`config.mk`:
```
export PLATFORM = sky130hd
export DESIGN_NAME = grb_ctrl
export DESIGN_NICKNAME = d
export VERILOG_FILES = /design/src/hdl/grb_pkg.sv /design/src/hdl/grb_ctrl.sv
export SDC_FILE = /design/constraint.sdc
export NUM_CORES = 1
export LEC_CHECK = 0
export BUFFER_PORTS_ARGS = -buffer_cell sky130_fd_sc_hd__buf_2
export CAP_MARGIN = 20
export CORE_AREA = 2 2 39 41
export DETAILED_ROUTE_END_ITERATION = 8
export DIE_AREA = 0 0 41 43
export GPL_ROUTABILITY_DRIVEN = 0
export PLACE_DENSITY = 0.52
export SYNTH_ARGS = -nofsm -noshare
export SYNTH_HDL_FRONTEND = slang
export SYNTH_SLANG_ARGS = --single-unit
```
`constraint.sdc`:
```
create_clock -name i_clk -period 1.4 [get_ports i_clk]
set_input_delay 0.28 -clock i_clk [delete_from_list [all_inputs] [get_ports i_clk]]
set_output_delay 0.28 -clock i_clk [all_outputs]
set_load 0.005 [all_outputs]
```
`src/hdl/grb_pkg.sv`:
```
// Shared constants, field offsets, command/status types and helpers for the glyph row blitter.
package grb_pkg;

    localparam int TABLE_DEPTH   = 256;
    localparam int GLYPH_ROWS    = 20;
    localparam int GLYPH_COLUMNS = 10;

    localparam int IDX_W     = (TABLE_DEPTH > 1) ? $clog2(TABLE_DEPTH) : 1;
    localparam int ROW_W     = (GLYPH_ROWS > 1) ? $clog2(GLYPH_ROWS) : 1;
    localparam int ROWS_DEPTH = TABLE_DEPTH * GLYPH_ROWS;
    localparam int ROWS_AW   = (ROWS_DEPTH > 1) ? $clog2(ROWS_DEPTH) : 1;

    // Field widths
    localparam int OP_W    = 2;
    localparam int SLOT_W  = 8;
    localparam int RNUM_W  = 5;
    localparam int VAL_W   = 16;
    localparam int POS_W   = 12;
    localparam int COLOR_W = 32;
    localparam int ADDR_W  = 33;
    localparam int MASK_W  = 10;
    localparam int BASE_W  = 32;
    localparam int PITCH_W = 15;
    localparam int PROD_W  = POS_W + PITCH_W;
    localparam int CFG_W   = 32;

    // Input tdata layout, lowest bit first
    localparam int IN_SLOT_LO  = 0;
    localparam int IN_RNUM_LO  = IN_SLOT_LO + SLOT_W;
    localparam int IN_VAL_LO   = IN_RNUM_LO + RNUM_W;
    localparam int IN_PX_LO    = IN_VAL_LO + VAL_W;
    localparam int IN_PY_LO    = IN_PX_LO + POS_W;
    localparam int IN_COLOR_LO = IN_PY_LO + POS_W;
    localparam int IN_BITS     = IN_COLOR_LO + COLOR_W;
    localparam int IN_DATA_W   = ((IN_BITS + 7) / 8) * 8;

    // Output tdata layout, lowest bit first
    localparam int OUT_ADDR_LO  = 0;
    localparam int OUT_MASK_LO  = OUT_ADDR_LO + ADDR_W;
    localparam int OUT_COLOR_LO = OUT_MASK_LO + MASK_W;
    localparam int OUT_BITS     = OUT_COLOR_LO + COLOR_W;
    localparam int OUT_DATA_W   = ((OUT_BITS + 7) / 8) * 8;

    typedef enum logic [OP_W-1:0] {
        OP_WR_CODE = 2'd0,
        OP_WR_ROW  = 2'd1,
        OP_DRAW    = 2'd2,
        OP_NONE    = 2'd3
    } t_op;

    typedef enum logic {
        CFG_FRAME_BASE = 1'b0,
        CFG_ROW_PITCH  = 1'b1
    } t_cfg_reg;

    localparam logic [PITCH_W-1:0] PITCH_RESET = 15'd1024;

    typedef struct packed {
        logic wr_code;
        logic wr_row;
        logic draw_start;
        logic scan;
        logic hit;
        logic load_row;
        logic load_miss;
    } t_dp_cmd;

    typedef struct packed {
        logic hit;
        logic miss_end;
        logic out_taken;
        logic out_last;
    } t_dp_sts;

    // Leftmost pixel is the row's MSB.
    function automatic logic [MASK_W-1:0] row_to_mask(input logic [VAL_W-1:0] bits);
        logic [MASK_W-1:0] m;
        m = '0;
        for (int k = 0; k < MASK_W; k++) begin
            if (k < GLYPH_COLUMNS) begin
                m[k] = bits[VAL_W-1-k];
            end
        end
        return m;
    endfunction

endpackage

```
`src/hdl/grb_ctrl.sv`:
```
// Controller state machine: input acceptance, table search sequencing and row emission.
module grb_ctrl (
    input  logic                     i_clk,
    input  logic                     i_rst_n,
    input  logic                     i_in_valid,
    input  logic [grb_pkg::OP_W-1:0] i_in_op,
    output logic                     o_in_ready,
    input  grb_pkg::t_dp_sts         i_sts,
    output grb_pkg::t_dp_cmd         o_cmd
);

    typedef enum logic [4:0] {
        S_IDLE     = 5'b00001,
        S_SEARCH   = 5'b00010,
        S_ROW_RD   = 5'b00100,
        S_ROW_LD   = 5'b01000,
        S_ROW_WAIT = 5'b10000
    } t_state;

    t_state r_state;
    t_state n_state;
    logic   accept;

    assign o_in_ready = (r_state == S_IDLE);
    assign accept     = o_in_ready && i_in_valid;

    always_comb begin
        n_state = r_state;
        o_cmd   = '0;
        case (r_state)
            S_IDLE: begin
                if (accept) begin
                    case (grb_pkg::t_op'(i_in_op))
                        grb_pkg::OP_WR_CODE: o_cmd.wr_code = 1'b1;
                        grb_pkg::OP_WR_ROW:  o_cmd.wr_row  = 1'b1;
                        grb_pkg::OP_DRAW: begin
                            o_cmd.draw_start = 1'b1;
                            n_state          = S_SEARCH;
                        end
                        default: ;
                    endcase
                end
            end
            S_SEARCH: begin
                if (i_sts.hit) begin
                    o_cmd.hit = 1'b1;
                    n_state   = S_ROW_RD;
                end else if (i_sts.miss_end) begin
                    o_cmd.load_miss = 1'b1;
                    n_state         = S_ROW_WAIT;
                end else begin
                    o_cmd.scan = 1'b1;
                end
            end
            S_ROW_RD: begin
                n_state = S_ROW_LD;
            end
            S_ROW_LD: begin
                o_cmd.load_row = 1'b1;
                n_state        = S_ROW_WAIT;
            end
            S_ROW_WAIT: begin
                if (i_sts.out_taken) begin
                    n_state = i_sts.out_last ? S_IDLE : S_ROW_RD;
                end
            end
            default: n_state = S_IDLE;
        endcase
    end

    always_ff @(posedge i_clk) begin
        if (!i_rst_n) begin
            r_state <= S_IDLE;
        end else begin
            r_state <= n_state;
        end
    end

endmodule

```
Yosys cells after proc, flatten, opt, wreduce, memory -nomap -nowiden
Index checks and enable logic that the tools add are counted.
W data, S select, Z words.
{"block": "totals", "regBits": 5, "input_bits": 9, "output_inout_bits": 8, "word_cells": 35}
{"block": "op_classes", "n_eq_ne": 11, "n_mux": 20, "reduce_logical": 3}
{"operator": "$mux W5", "count": 5}
{"operator": "$pmux W5 S5", "count": 1}
{"operator": "$mux W1", "count": 10}
{"operator": "$mux W3", "count": 3}
{"operator": "$eq A5 B1 Y1 const B", "count": 1}
{"operator": "$eq A5 B2 Y1 const B", "count": 1}
{"operator": "$eq A5 B3 Y1 const B", "count": 1}
{"operator": "$eq A5 B4 Y1 const B", "count": 1}
{"operator": "$eq A5 B5 Y1 const B", "count": 1}
{"operator": "$ne A2 B1 Y1 const B", "count": 2}
{"operator": "$reduce_and A4 Y1", "count": 1}
{"operator": "$ne A3 B3 Y1 const B", "count": 1}
{"operator": "$eq A2 B1 Y1 const B", "count": 1}
{"operator": "$eq A2 B2 Y1 const B", "count": 1}
{"operator": "$logic_not A2 Y1", "count": 1}
{"operator": "$mux W2", "count": 1}
{"operator": "$ne A2 B2 Y1 const B", "count": 1}
{"operator": "$logic_and A1 B1 Y1", "count": 1}

Logic depth before layout (Yosys ltp)
{"block": "logic_depth", "depth_word": 4, "mapped_depth": 5, "ltp_nobuf": 4}

Least setup slack after synthesis
OpenSTA, ideal clock, no wires.
{"block": "synth_timing", "kind": "register -> output", "start": "reg r_state[4]", "end": "out o_cmd[6] (netlist name)", "arrival_time_ns": 1.054, "slack_ns": 0.066, "path_stages_with_launch": 5, "cell_sequence": "dfxtp_1 buf_2 nor2_1 nand3_1 nor4b_1"}
{"item": "start: declaration", "line_no": "grb_ctrl.sv:20", "rtl": "t_state r_state;"}
{"item": "start signal: assignment", "line_no": "grb_ctrl.sv:75", "rtl": "r_state <= n_state;"}
{"item": "end: declaration", "line_no": "grb_ctrl.sv:9", "rtl": "output grb_pkg::t_dp_cmd o_cmd"}

==> metrics.log <==
[metrics] Clk network pwr share: 0.411
[metrics] Slowest-stage cell, CP: sky130_fd_sc_hd__dfxtp_4
[metrics] Final setup viols: 6
[metrics] number of cells in the finished layout apart from fillers: 94
[metrics] worst setup path startpoint: r_state[2]$_SDFFE_PN0P_
[metrics] CP endpoint kind: primary output
[metrics] share of synthesized area occupied by flip-flops and latches: 0.2807
[metrics] total placed cells including tap cells: 82
[metrics] status: finished, violations left
[metrics] post-synthesis register bit count: 5
[metrics] nature of the critical path startpoint: register
[metrics] wire length reported by the detailed router: 1.172 mm
[metrics] largest incremental delay on the critical path: 0.36 ns
[metrics] fraction of synthesized cell area taken by the top area cell type: 0.2807
[metrics] EDFF count, synth: 0
[metrics] final-report max-slew violation count: 0
[metrics] Core ar.: 1384 µm²
[metrics] post-synth cell types: 24
[metrics] Primary FF master, synth: sky130_fd_sc_hd__dfxtp_1
[metrics] cell count after synthesis: 43
[metrics] cell with the most instances after synthesis: sky130_fd_sc_hd__nor2_1
[metrics] cts bufs inserted: 3
[metrics] vias in the first global route: 457
[metrics] Max Clk Rate: 0.6681 GHz
[metrics] failing checks: setup timing
[metrics] die footprint: 1763 µm²
[metrics] required time of the critical path: 1.12 ns
[metrics] clock latency on the worst-skew pair: 0.24 ns
[metrics] period utilisation layout: 1.069
[metrics] routed via count: 468
[metrics] Die Y-Extent: 43 µm
[metrics] number of nets in the layout: 88
[metrics] layout-stage area growth over the synthesis result: 90.18%
[metrics] minimum clock period after layout: 1.497 ns
[metrics] combinational cell fraction of total power: 0.217
[metrics] cell class contributing the biggest share of worst-path delay: flip-flops
[metrics] commonest cells in the netlist: sky130_fd_sc_hd__nor2_1 (6), sky130_fd_sc_hd__dfxtp_1 (5), sky130_fd_sc_hd__and4b_1 (4), sky130_fd_sc_hd__inv_1 (4), sky130_fd_sc_hd__nand3_1 (3)
[metrics] most common cell type on the critical path: sky130_fd_sc_hd__nor2_4
[metrics] Worst R2R Start: r_state[3]$_SDFFE_PN0P_
[metrics] Antenna Nets Post-Route: 0
[metrics] worst hold slack after final layout: 0.2777 ns
[metrics] final antenna diode count: 0
[metrics] global route total overflow: 0
[metrics] IR drop worst, VDD: 516.8 µV
[metrics] sw power: 0.0001001 W
[metrics] fraction of layout cells with a size suffix above 1: 0.6538
[metrics] met2 track utilization from global routing: 0.2594
[metrics] post-synthesis cell type with the largest combined area: sky130_fd_sc_hd__dfxtp_1
[metrics] register ranked first by flip-flop count: r_state
[metrics] signal arrival time at the worst endpoint: 1.22 ns
[metrics] unrepaired setup endpoints after global routing: yes
[metrics] number of antenna violations at the first check in global routing: 0
[metrics] Cell Int Power: 0.0002965 W
[metrics] clock-pin slew on the worst setup and hold paths: 0.04 ns
[metrics] async set or reset register ratio after synthesis: 0
[metrics] met1 usage in global routing: 0.1877
[metrics] crit path buf inv count: 2
[metrics] routed length per placed instance: 12.47 µm
[metrics] net count after synthesis: 52
[metrics] sequential share of power: 0.373
[metrics] Max FO, Critical Path: 5
[metrics] Tot Pwr: 0.0003967 W
[metrics] Hold WC Path Type: input pin to register
[metrics] GRT Total Usage: 0.1590
[metrics] row count: 14
[metrics] total number of clock tree sinks: 5
[metrics] first-pass GRT wire length: 1.904 mm
[metrics] Clk Tree Root Cell: sky130_fd_sc_hd__clkbuf_4
[metrics] pin count of the biggest net entering global routing: 8
[metrics] largest registers in the final layout: r_state: 5 flops
[metrics] mean post-synth cell area: 8.293 µm²
[metrics] Netlist Area Pre-Place: 356.6 µm²
[metrics] launch instance of the worst min-delay path: i_rst_n
[metrics] Worst Path Class, Setup: register to primary output
[metrics] leading post-synthesis cells by cell area: sky130_fd_sc_hd__dfxtp_1 (28%), sky130_fd_sc_hd__and4b_1 (11%), sky130_fd_sc_hd__nor2_1 (6.3%), sky130_fd_sc_hd__a41oi_2 (4.6%), sky130_fd_sc_hd__nand3_1 (4.2%)
[metrics] number of primary I/O pins: 17
[metrics] post-route setup slack: -0.09689 ns
[metrics] Cell Chain, Critical Path: nor2_4, nand3_4, buf_4, nor2_4, buf_2
[metrics] post-DR vias/cell: 4.979
[metrics] TritonCTS clock tree: yes
[metrics] GR met3 Demand/Resource: 0.06283
[metrics] die extent in x: 41 µm
[metrics] Power per Cell Area: 584.9 nW/µm²
[metrics] # port buffers: 16
[metrics] max reg flops: 5
[metrics] largest buffer count on any clock path: 2
[metrics] synthesis warning total: 0
[metrics] Pre-antenna DRT Iters: 4
[metrics] LEAKAGE: 0.3461 nW
[metrics] Tightest Pin Transition: 0.3099 ns
[metrics] most utilized layer in the global route result: met2
[metrics] H-tree levels: 1
[metrics] max-slew headroom at the worst pin: 0.7934
[metrics] number of max-cap violations: 0
[metrics] drc violations: 0
[metrics] final hold vios: 0
[metrics] Layout Skew: 0.004557 ns
[metrics] switching share of power: 0.2524
[metrics] Initial Util: 0.2577
[metrics] First DRT Iteration DRCs: 7
[metrics] dpl hpwl: 775.8 µm
-- metal layers --
| metal | vias up | part of all wire |
|---|---|---|
| met2 | 17 | 0.52 |
| met4 | 0 | 0.012 |
| met1 | 214 | 0.42 |
| li1 | 233 | - |
| met3 | 4 | 0.050 |
| met5 | - | 0 |
-- power groups by stage --
stage / Clock [W] / Combinational (W) / Sequential (W)
after floorplan: 0 / 0.0000273 / 0.000152
after global placement: 0 / 0.0000582 / 0.000153
after detailed placement: 0 / 0.0000582 / 0.000153
after CTS: 0.000171 / 0.0000686 / 0.000148
after global routing: 0.000181 / 0.0000959 / 0.000148
final: 0.000163 / 0.0000860 / 0.000148
-- per-stage QoR --
step | area (µm²) | utilization | setup TNS (ns) | setup slack [ns]
after floorplan | 356.6 | - | 0 | 0.06592
after global placement | 511.7 | 0.3698 | 0 | 0.005254
after detailed placement | 511.7 | 0.3698 | 0 | 0.02250
after CTS | 638.1 | 0.4611 | -0.3029 | -0.09050
after global routing | 678.2 | 0.4901 | -0.9543 | -0.1630
final | 678.2 | 0.4901 | -0.3697 | -0.09689
-- repair_timing --
item / CTS / global route
setup buffers: 6 / 3
pin swaps: 6 / 6
gates resized for setup: 17 / 4
hold buffers: 0 / 0
setup endpoints to repair: 8 / 10
-- path summary, 6_finish.rpt --
check | cells after the start | slack (ns) | endpoint
worst max-delay path | 5 | -0.1 | o_cmd[4]
worst min-delay path | 2 | 0.28 | r_state[1]$_SDFFE_PN0P_
worst min register to register | 2 | 0.59 | r_state[2]$_SDFFE_PN0P_
worst max register to register | 6 | 0.07 | r_state[0]$_SDFFE_PN1P_
-- area by class of cell --
cell class	count	area (µm²)
tap	16	20.02
inverter	4	15.01
fill	148	705.7
timing repair buffer	32	200.2
sequential	5	113.9
multi-input combinational	33	302.8
clock buffer	4	26.28
-- kinds of logic after synthesis --
logic type | count (synthesis) | share of synthesized area
buf+inv | 5 | 0.05611
flops | 5 | 0.2807
simple gates | 25 | 0.4912
compound gates | 8 | 0.1719
-- cells in the final DEF, fill, tap and decap left out, types with 3 or more instances in the layout --
master,instances
sky130_fd_sc_hd__buf_2,16
sky130_fd_sc_hd__nor2_1,4
sky130_fd_sc_hd__nor2_4,3
sky130_fd_sc_hd__inv_1,3
sky130_fd_sc_hd__and4b_1,4
sky130_fd_sc_hd__buf_4,16
sky130_fd_sc_hd__clkbuf_4,3
sky130_fd_sc_hd__dfxtp_4,3
Power figures use the tool's default switching activity.
